[src/sv/assert_macros.svh]
// Assertion macros shared by the RTL of the ASCII formatter.
// Depends on nothing; the bodies are empty when SYNTHESIS is defined.
`ifndef ASSERT_MACROS_SVH
`define ASSERT_MACROS_SVH
`ifndef SYNTHESIS
`define ASSERT_PROP(label, clk, rst_n, prop) \
    label: assert property (@(posedge clk) disable iff (!rst_n) (prop)) \
        else $error("assertion failed");
`define ASSERT_IMPLY(label, clk, rst_n, ante, cons) \
    label: assert property (@(posedge clk) disable iff (!rst_n) (ante) |=> (cons)) \
        else $error("assertion failed");
`else
`define ASSERT_PROP(label, clk, rst_n, prop)
`define ASSERT_IMPLY(label, clk, rst_n, ante, cons)
`endif
`endif

[src/sv/i2a_pkg.sv]
// Package of the integer to ASCII formatter: selector codes, state type,
// buffer sizes, character constants and the digit to character function.
`timescale 1ns / 1ps
`default_nettype none
package i2a_pkg;

    typedef enum logic [2:0] {
        FN_SDEC    = 3'd0,
        FN_UDEC    = 3'd1,
        FN_OCT     = 3'd2,
        FN_OCT_ALT = 3'd3,
        FN_HEX_L   = 3'd4,
        FN_HEX_U   = 3'd5,
        FN_HEXP_L  = 3'd6,
        FN_HEXP_U  = 3'd7
    } func_t;

    typedef enum logic [2:0] {
        S_IDLE,
        S_DABBLE,
        S_SKIP,
        S_PREFIX,
        S_DIGITS
    } state_t;

    localparam int VALUE_W = 64;
    localparam int DIG_W   = 88;
    localparam int CNT_W   = 5;
    localparam int STEP_W  = 6;
    localparam int CHAR_W  = 7;

    localparam logic [CNT_W-1:0] DEC_DIGITS  = 5'd20;
    localparam logic [CNT_W-1:0] OCT_DIGITS  = 5'd22;
    localparam logic [CNT_W-1:0] HEX_NIBBLES = 5'd16;

    localparam logic [CHAR_W-1:0] CH_ZERO  = 7'h30;
    localparam logic [CHAR_W-1:0] CH_MINUS = 7'h2D;
    localparam logic [CHAR_W-1:0] CH_X     = 7'h78;
    localparam logic [CHAR_W-1:0] CH_LA    = 7'h61;
    localparam logic [CHAR_W-1:0] CH_UA    = 7'h41;

    function automatic logic [CHAR_W-1:0] digit_char(input logic [3:0] d, input logic upper);
        logic [CHAR_W-1:0] base;
        base = upper ? CH_UA : CH_LA;
        if (d < 4'd10)
        begin
            digit_char = CH_ZERO + {3'b000, d};
        end
        else
        begin
            digit_char = base + {3'b000, d} - 7'd10;
        end
    endfunction

endpackage
`default_nettype wire

[src/sv/integer_to_ascii_formatter_core.sv]
// Top level of the integer to ASCII formatter: one module, serial datapath.
// Depends on i2a_pkg and assert_macros.svh.
// Sequence: an accepted item passes through S_DABBLE (decimal only), then S_SKIP, which drops
// suppressed leading zeros, then S_PREFIX (if a prefix is set) and S_DIGITS, which register the characters.
// Throughput: one character per cycle while the output is taken; s_tready is high only in idle,
// so an item holds the input until its last digit has been registered on the output.
// Reset: rst_n is asynchronous and active low; it returns the sequencer to idle.
`timescale 1ns / 1ps
`default_nettype none
`include "assert_macros.svh"
module integer_to_ascii_formatter_core (
    input  wire logic        clk,
    input  wire logic        rst_n,
    input  wire logic        s_tvalid,
    output logic             s_tready,
    input  wire logic [63:0] s_tdata,   // value[63:0]
    input  wire logic [2:0]  s_tuser,   // func[2:0]
    output logic             m_tvalid,
    input  wire logic        m_tready,
    output logic [7:0]       m_tdata,   // char_code[6:0], zero pad[7]
    output logic             m_tlast    // last
);

    i2a_pkg::state_t                    state_reg, state_next;
    i2a_pkg::func_t                     func_reg, func_next;
    logic [i2a_pkg::VALUE_W-1:0]        bin_reg, bin_next;
    logic [i2a_pkg::DIG_W-1:0]          dig_reg, dig_next;
    logic [i2a_pkg::CNT_W-1:0]          cnt_reg, cnt_next;
    logic [i2a_pkg::STEP_W-1:0]         step_reg, step_next;
    logic [2*i2a_pkg::CHAR_W-1:0]       pre_reg, pre_next;
    logic [1:0]                         pre_len_reg, pre_len_next;
    logic                               m_valid_reg, m_valid_next;
    logic [i2a_pkg::CHAR_W-1:0]         char_reg, char_next;
    logic                               last_reg, last_next;

    i2a_pkg::func_t                     in_func;
    logic                               out_free;
    logic                               is_oct;
    logic                               is_upper;
    logic [3:0]                         top_digit;
    logic                               skip_zero;
    logic [i2a_pkg::DIG_W-1:0]          dig_shift;
    logic [79:0]                        bcd_corr;
    logic [i2a_pkg::VALUE_W-1:0]        mag;

    assign in_func   = i2a_pkg::func_t'(s_tuser);
    assign out_free  = !m_valid_reg || m_tready;
    assign is_oct    = (func_reg == i2a_pkg::FN_OCT) || (func_reg == i2a_pkg::FN_OCT_ALT);
    assign is_upper  = (func_reg == i2a_pkg::FN_HEX_U) || (func_reg == i2a_pkg::FN_HEXP_U);
    assign top_digit = is_oct ? {1'b0, dig_reg[i2a_pkg::DIG_W-1 -: 3]}
                              : dig_reg[i2a_pkg::DIG_W-1 -: 4];
    assign dig_shift = is_oct ? (dig_reg << 3) : (dig_reg << 4);
    assign skip_zero = (top_digit == 4'd0) && (cnt_reg > 5'd1);
    assign mag       = ((in_func == i2a_pkg::FN_SDEC) && s_tdata[63]) ? (64'd0 - s_tdata)
                                                                     : s_tdata;

    always_comb
    begin
        for (int i = 0; i < 20; i++)
        begin
            bcd_corr[4*i +: 4] = (dig_reg[8+4*i +: 4] >= 4'd5) ? (dig_reg[8+4*i +: 4] + 4'd3)
                                                               : dig_reg[8+4*i +: 4];
        end
    end

    always_comb
    begin
        state_next = state_reg;
        unique case (state_reg)
            i2a_pkg::S_IDLE:
            begin
                if (s_tvalid)
                begin
                    if ((in_func == i2a_pkg::FN_SDEC) || (in_func == i2a_pkg::FN_UDEC))
                    begin
                        state_next = i2a_pkg::S_DABBLE;
                    end
                    else
                    begin
                        state_next = i2a_pkg::S_SKIP;
                    end
                end
            end
            i2a_pkg::S_DABBLE:
            begin
                if (step_reg == '0)
                begin
                    state_next = i2a_pkg::S_SKIP;
                end
            end
            i2a_pkg::S_SKIP:
            begin
                if (!skip_zero)
                begin
                    state_next = (pre_len_reg != 2'd0) ? i2a_pkg::S_PREFIX : i2a_pkg::S_DIGITS;
                end
            end
            i2a_pkg::S_PREFIX:
            begin
                if (out_free && (pre_len_reg == 2'd1))
                begin
                    state_next = i2a_pkg::S_DIGITS;
                end
            end
            i2a_pkg::S_DIGITS:
            begin
                if (out_free && (cnt_reg == 5'd1))
                begin
                    state_next = i2a_pkg::S_IDLE;
                end
            end
            default:
            begin
                state_next = i2a_pkg::S_IDLE;
            end
        endcase
    end

    always_comb
    begin
        func_next    = func_reg;
        bin_next     = bin_reg;
        dig_next     = dig_reg;
        cnt_next     = cnt_reg;
        step_next    = step_reg;
        pre_next     = pre_reg;
        pre_len_next = pre_len_reg;
        char_next    = char_reg;
        last_next    = last_reg;
        m_valid_next = m_valid_reg && !m_tready;
        s_tready     = (state_reg == i2a_pkg::S_IDLE);
        unique case (state_reg)
            i2a_pkg::S_IDLE:
            begin
                if (s_tvalid)
                begin
                    func_next    = in_func;
                    bin_next     = mag;
                    step_next    = '1;
                    pre_next     = '0;
                    pre_len_next = 2'd0;
                    unique case (in_func)
                        i2a_pkg::FN_SDEC, i2a_pkg::FN_UDEC:
                        begin
                            dig_next = '0;
                            cnt_next = i2a_pkg::DEC_DIGITS;
                            if ((in_func == i2a_pkg::FN_SDEC) && s_tdata[63])
                            begin
                                pre_next     = {i2a_pkg::CH_MINUS, 7'd0};
                                pre_len_next = 2'd1;
                            end
                        end
                        i2a_pkg::FN_OCT, i2a_pkg::FN_OCT_ALT:
                        begin
                            dig_next = {2'b00, s_tdata, 22'd0};
                            cnt_next = i2a_pkg::OCT_DIGITS;
                            if (in_func == i2a_pkg::FN_OCT_ALT)
                            begin
                                pre_next     = {i2a_pkg::CH_ZERO, 7'd0};
                                pre_len_next = 2'd1;
                            end
                        end
                        default:
                        begin
                            dig_next = {s_tdata, 24'd0};
                            cnt_next = i2a_pkg::HEX_NIBBLES;
                            if ((in_func == i2a_pkg::FN_HEXP_L) ||
                                (in_func == i2a_pkg::FN_HEXP_U))
                            begin
                                pre_next     = {i2a_pkg::CH_ZERO, i2a_pkg::CH_X};
                                pre_len_next = 2'd2;
                            end
                        end
                    endcase
                end
            end
            i2a_pkg::S_DABBLE:
            begin
                dig_next  = {bcd_corr[78:0], bin_reg[i2a_pkg::VALUE_W-1], 8'd0};
                bin_next  = bin_reg << 1;
                step_next = step_reg - 6'd1;
            end
            i2a_pkg::S_SKIP:
            begin
                if (skip_zero)
                begin
                    dig_next = dig_shift;
                    cnt_next = cnt_reg - 5'd1;
                end
            end
            i2a_pkg::S_PREFIX:
            begin
                if (out_free)
                begin
                    m_valid_next = 1'b1;
                    char_next    = pre_reg[2*i2a_pkg::CHAR_W-1 -: i2a_pkg::CHAR_W];
                    last_next    = 1'b0;
                    pre_next     = pre_reg << i2a_pkg::CHAR_W;
                    pre_len_next = pre_len_reg - 2'd1;
                end
            end
            i2a_pkg::S_DIGITS:
            begin
                if (out_free)
                begin
                    m_valid_next = 1'b1;
                    char_next    = i2a_pkg::digit_char(top_digit, is_upper);
                    last_next    = (cnt_reg == 5'd1);
                    dig_next     = dig_shift;
                    cnt_next     = cnt_reg - 5'd1;
                end
            end
            default:
            begin
                s_tready = 1'b0;
            end
        endcase
    end

    always_ff @(posedge clk or negedge rst_n)
    begin
        if (!rst_n)
        begin
            state_reg   <= i2a_pkg::S_IDLE;
            m_valid_reg <= 1'b0;
        end
        else
        begin
            state_reg   <= state_next;
            m_valid_reg <= m_valid_next;
        end
    end

    always_ff @(posedge clk)
    begin
        func_reg    <= func_next;
        bin_reg     <= bin_next;
        dig_reg     <= dig_next;
        cnt_reg     <= cnt_next;
        step_reg    <= step_next;
        pre_reg     <= pre_next;
        pre_len_reg <= pre_len_next;
        char_reg    <= char_next;
        last_reg    <= last_next;
    end

    assign m_tvalid = m_valid_reg;
    assign m_tdata  = {1'b0, char_reg};
    assign m_tlast  = last_reg;

    `ASSERT_IMPLY(a_last_digit_flagged, clk, rst_n,
        (state_reg == i2a_pkg::S_DIGITS) && out_free && (cnt_reg == 5'd1), m_tvalid && m_tlast)
    `ASSERT_IMPLY(a_no_output_in_dabble, clk, rst_n,
        state_reg == i2a_pkg::S_DABBLE, !$rose(m_valid_reg))
    `ASSERT_PROP(a_count_nonzero, clk, rst_n,
        ((state_reg == i2a_pkg::S_SKIP) || (state_reg == i2a_pkg::S_PREFIX) ||
         (state_reg == i2a_pkg::S_DIGITS)) |-> (cnt_reg != 5'd0))
    `ASSERT_IMPLY(a_prefix_not_last, clk, rst_n,
        (state_reg == i2a_pkg::S_PREFIX) && out_free, m_tvalid && !m_tlast)

endmodule
`default_nettype wire
[config.mk]
export PLATFORM = sky130hd
export DESIGN_NAME = integer_to_ascii_formatter_core
export DESIGN_NICKNAME = d
export VERILOG_FILES = /design/src/sv/i2a_pkg.sv /design/src/sv/integer_to_ascii_formatter_core.sv
export VERILOG_INCLUDE_DIRS = /design/src /design/src/sv
export SDC_FILE = /design/constraint.sdc
export NUM_CORES = 1
export LEC_CHECK = 0
export ABC_AREA = 1
export BUFFER_PORTS_ARGS = -buffer_cell sky130_fd_sc_hd__buf_4
export CORE_AREA = 2 2 144 216
export CTS_BUF_LIST = sky130_fd_sc_hd__clkbuf_8
export CTS_CLUSTER_DIAMETER = 150
export DETAILED_ROUTE_END_ITERATION = 16
export DIE_AREA = 0 0 146 218
export GPL_TIMING_DRIVEN = 0
export SLEW_MARGIN = 30
export SYNTH_ARGS = -nofsm -noshare
export SYNTH_HDL_FRONTEND = slang
export SYNTH_SLANG_ARGS = --single-unit
[constraint.sdc]
create_clock -name clk -period 6.82 [get_ports clk]
set_input_delay 2.046 -clock clk [delete_from_list [all_inputs] [get_ports clk]]
set_output_delay 2.046 -clock clk [all_outputs]
set_load 0.005 [all_outputs]
==> results.py <==
metrics = {
    "outcome": {
        "outcome": "completed",
    },
    "floorplan": {
        "start_util_pct": 44.1,
        "rows": 78,
        "dieWidth_microns": 146,
        "die-area_sq_um": 31800,
        "die_h_microns": 218,
        "coreArea_sq_um": 30100,
        "ioPinCount": 82,
    },
    "setup_path": {
        "rr_startpoint": "func_reg[2]",
        "crit_arrival_ns": 4.29,
        "cpPeakStageDelay_ns": 0.70,
        "path_max_fanout": 5,
        "startpoint_type": "input port",
        "path_class": "input port to register",
        "required_ns": 7.11,
        "reg2reg_to": "dig_reg[9]",
        "reg2regPathDepth": 15,
        "end_kind": "register",
        "crit_chain": "buf_4 > inv_1 > nand3_1 > o21ai_0 > nand3_2 > nor2_1 > nand3_1 > nand3_1 > nand2_1",
        "r2r_slack_ns": 3.13,
        "critPathMostFrequentCell": "nand3_1",
        "cp_slowest_cell": "o21ai_0",
    },
    "routing": {
        "drt_iter0_drc": 1484,
        "drt-pass1-iter-count": 6,
        "drcViolationCount": 0,
        "vias": 13700,
        "viasPerCell": 5.98,
        "drt-total-wl_microns": 52400,
        "routedWlPerCell_microns": 23.0,
        "ant_nets": 0,
    },
    "clocking": {
        "htreeDepth": 4,
        "path_clk_slew_ns": 0.10,
        "clkLatencyLatePin_ns": 0.53,
        "root_buffer": "clkbuf_8",
        "cts_buffers": 17,
        "cts_hold_buffers": 0,
        "cts_tree": "yes",
        "post_cts_buffers": 0,
        "clock_path_buffers": 2,
        "postCtsResizedCells": 0,
        "cts_num_sinks": 178,
    },
    "layout": {
        "drive_above_1_share_pct": 10.2,
        "final_util_pct": 49.8,
        "fin_area_sq_um": 15000,
        "antennaDiodeCount": 0,
        "final_nets": 1988,
        "largest_reg_flops": 80,
        "final_cell_mix": "nand2_1, inv_1, edfxtp_1",
        "mostFrequentLayoutCell": "nand2_1",
        "area_growth_pct": 13.0,
    },
    "timing": {
        "final-max-slew-violation-count": 0,
        "rsz0062_at_grt": "false",
        "skew_ns": 0.0130,
        "worst_pin_slew_ns": 1.10,
        "max_clock_freq_ghz": 0.250,
        "min_period_ns": 4.00,
        "setup_viol": 0,
        "min_period_over_period_pct": 58.7,
        "hold_viol": 0,
        "max_slew_margin_pct": 26.9,
    },
    "place": {
        "portBuffers": 80,
        "dp_hpwl_microns": 40900,
        "placed_cell_area_sq_um": 14600,
        "place_congestion": 1.00,
    },
    "global_routing": {
        "grt_overflow": 0,
        "grt_usage_pct": 32.9,
        "first_global_vias": 13300,
        "grt_max_degree": 20,
        "grt_first_pass_wirelength_microns": 78500,
        "grt_antenna_before_repair": 0,
    },
    "job": {
        "maxCapViolCount": 0,
    },
    "yosys": {
        "synth_area_sq_um": 13200,
        "yosys_warnings": 0,
        "synth-seq-area-share_pct": 40.2,
        "ys_ff_latch": 178,
        "syn-num-nets": 1880,
        "synth_cells": 1761,
        "synth_area_per_cell_sq_um": 7.52,
        "ys_types": 42,
    },
    "hold_path": {
        "worstHoldEndpoint": "bin_reg[6]",
        "min_path_cells": 2,
        "min_from": "bin_reg[5]",
        "hold_class": "register to register",
    },
    "power": {
        "vdd_ir_drop_max_v": 0.000173,
        "p_per_area_nw_per_um2": 435,
        "p_leak_uw": 0.00628,
    },
}
-- power by group --
part	internal [uW]	switching (uW)
registers	2030	379
logic	1080	2240
clock network	327	450
total	3440	3070
-- layout make-up --
class                      instances  area [sq um]
multi-input combinational       1303          6820
tap                              400           500
fill                            3168         15100
clock buffer                      17           234
sequential                       178          5330
timing repair buffer              89           811
clock inverter                    14           154
buffer                            76           359
inverter                         204           766
-- synth_stat cells, drive strengths merged --
| library cell | count | area [sq um] |
|---|---|---|
| a21oi | 63 | 315 |
| a31oi | 9 | 56.3 |
| a32o | 2 | 20.0 |
| and3 | 2 | 12.5 |
| buf | 41 | 226 |
| clkbuf | 35 | 131 |
| conb | 1 | 3.75 |
| dfrtp | 4 | 100 |
| edfxtp | 174 | 5230 |
| ha | 48 | 601 |
| inv | 204 | 766 |
| nand2 | 431 | 1630 |
| nand3 | 154 | 781 |
| nand3b | 2 | 15.0 |
| nand4 | 28 | 175 |
| nor2 | 177 | 692 |
| nor3 | 8 | 56.3 |
| nor4 | 1 | 6.26 |
| o211ai | 66 | 495 |
| o21ai | 150 | 762 |
| o21bai | 4 | 30.0 |
| o221ai | 8 | 70.1 |
| o22ai | 68 | 425 |
| o311ai | 22 | 193 |
| o31ai | 6 | 45.0 |
| or2 | 19 | 119 |
| xnor2 | 2 | 17.5 |
| xor2 | 32 | 280 |
-- layer usage --
metal  up-vias  global-route usage [%]  wire length [microns]
li1       6314                       -                      -
met1      6500                    38.8                  20300
met2       675                    57.9                  25900
met3       161                    4.18                   3120
met4         0                    18.6                   3020
met5         -                       0                      0
-- critical path, delay by kind of cell --
| family | cells | cell delay (ns) |
|---|---|---|
| AO/OA/AOI/OAI | 1 | 0.70 |
| buffers and inverters | 2 | 0.34 |
| AND/OR/NAND/NOR | 6 | 1.21 |
-- through the flow --
stage	worst slack, ns	total power, uW	cells	TNS, ns	hold WS [ns]
floorplan	1.08	4400	1761	0	0.494
global placement	-0.710	5500	2241	-48.85	0.502
detailed placement	2.35	5680	2250	0	0.507
CTS	2.92	6460	2281	0	0.531
global route	2.82	6930	2281	0	0.556
finish	2.82	6510	2281	0	0.527
-- cells by family (layout without fill, tap and decap cells) --
kind of cell    Yosys count  in the layout  synth area share, %
fa+ha+maj                48             48                 4.53
flops                   178            178                 40.2
xor+xnor                 34             34                 2.25
buf+inv                 280            400                 8.48
other cells               1              1               0.0283
simple gates            822            822                 26.3
compound gates          398            398                 18.2
-- worst max path at each step --
| stage | slack (ns) | from | end |
|---|---|---|---|
| floorplan | 1.08 | s_tvalid | bin_reg[0] |
| global placement | -0.71 | s_tvalid | bin_reg[47] |
| detailed placement | 2.35 | s_tdata[31] | bin_reg[48] |
| CTS | 2.92 | s_tdata[31] | bin_reg[56] |
| global route | 2.82 | s_tdata[30] | bin_reg[48] |
| finish | 2.82 | s_tdata[31] | bin_reg[48] |
No activity file was read; power rests on OpenSTA's default activity.
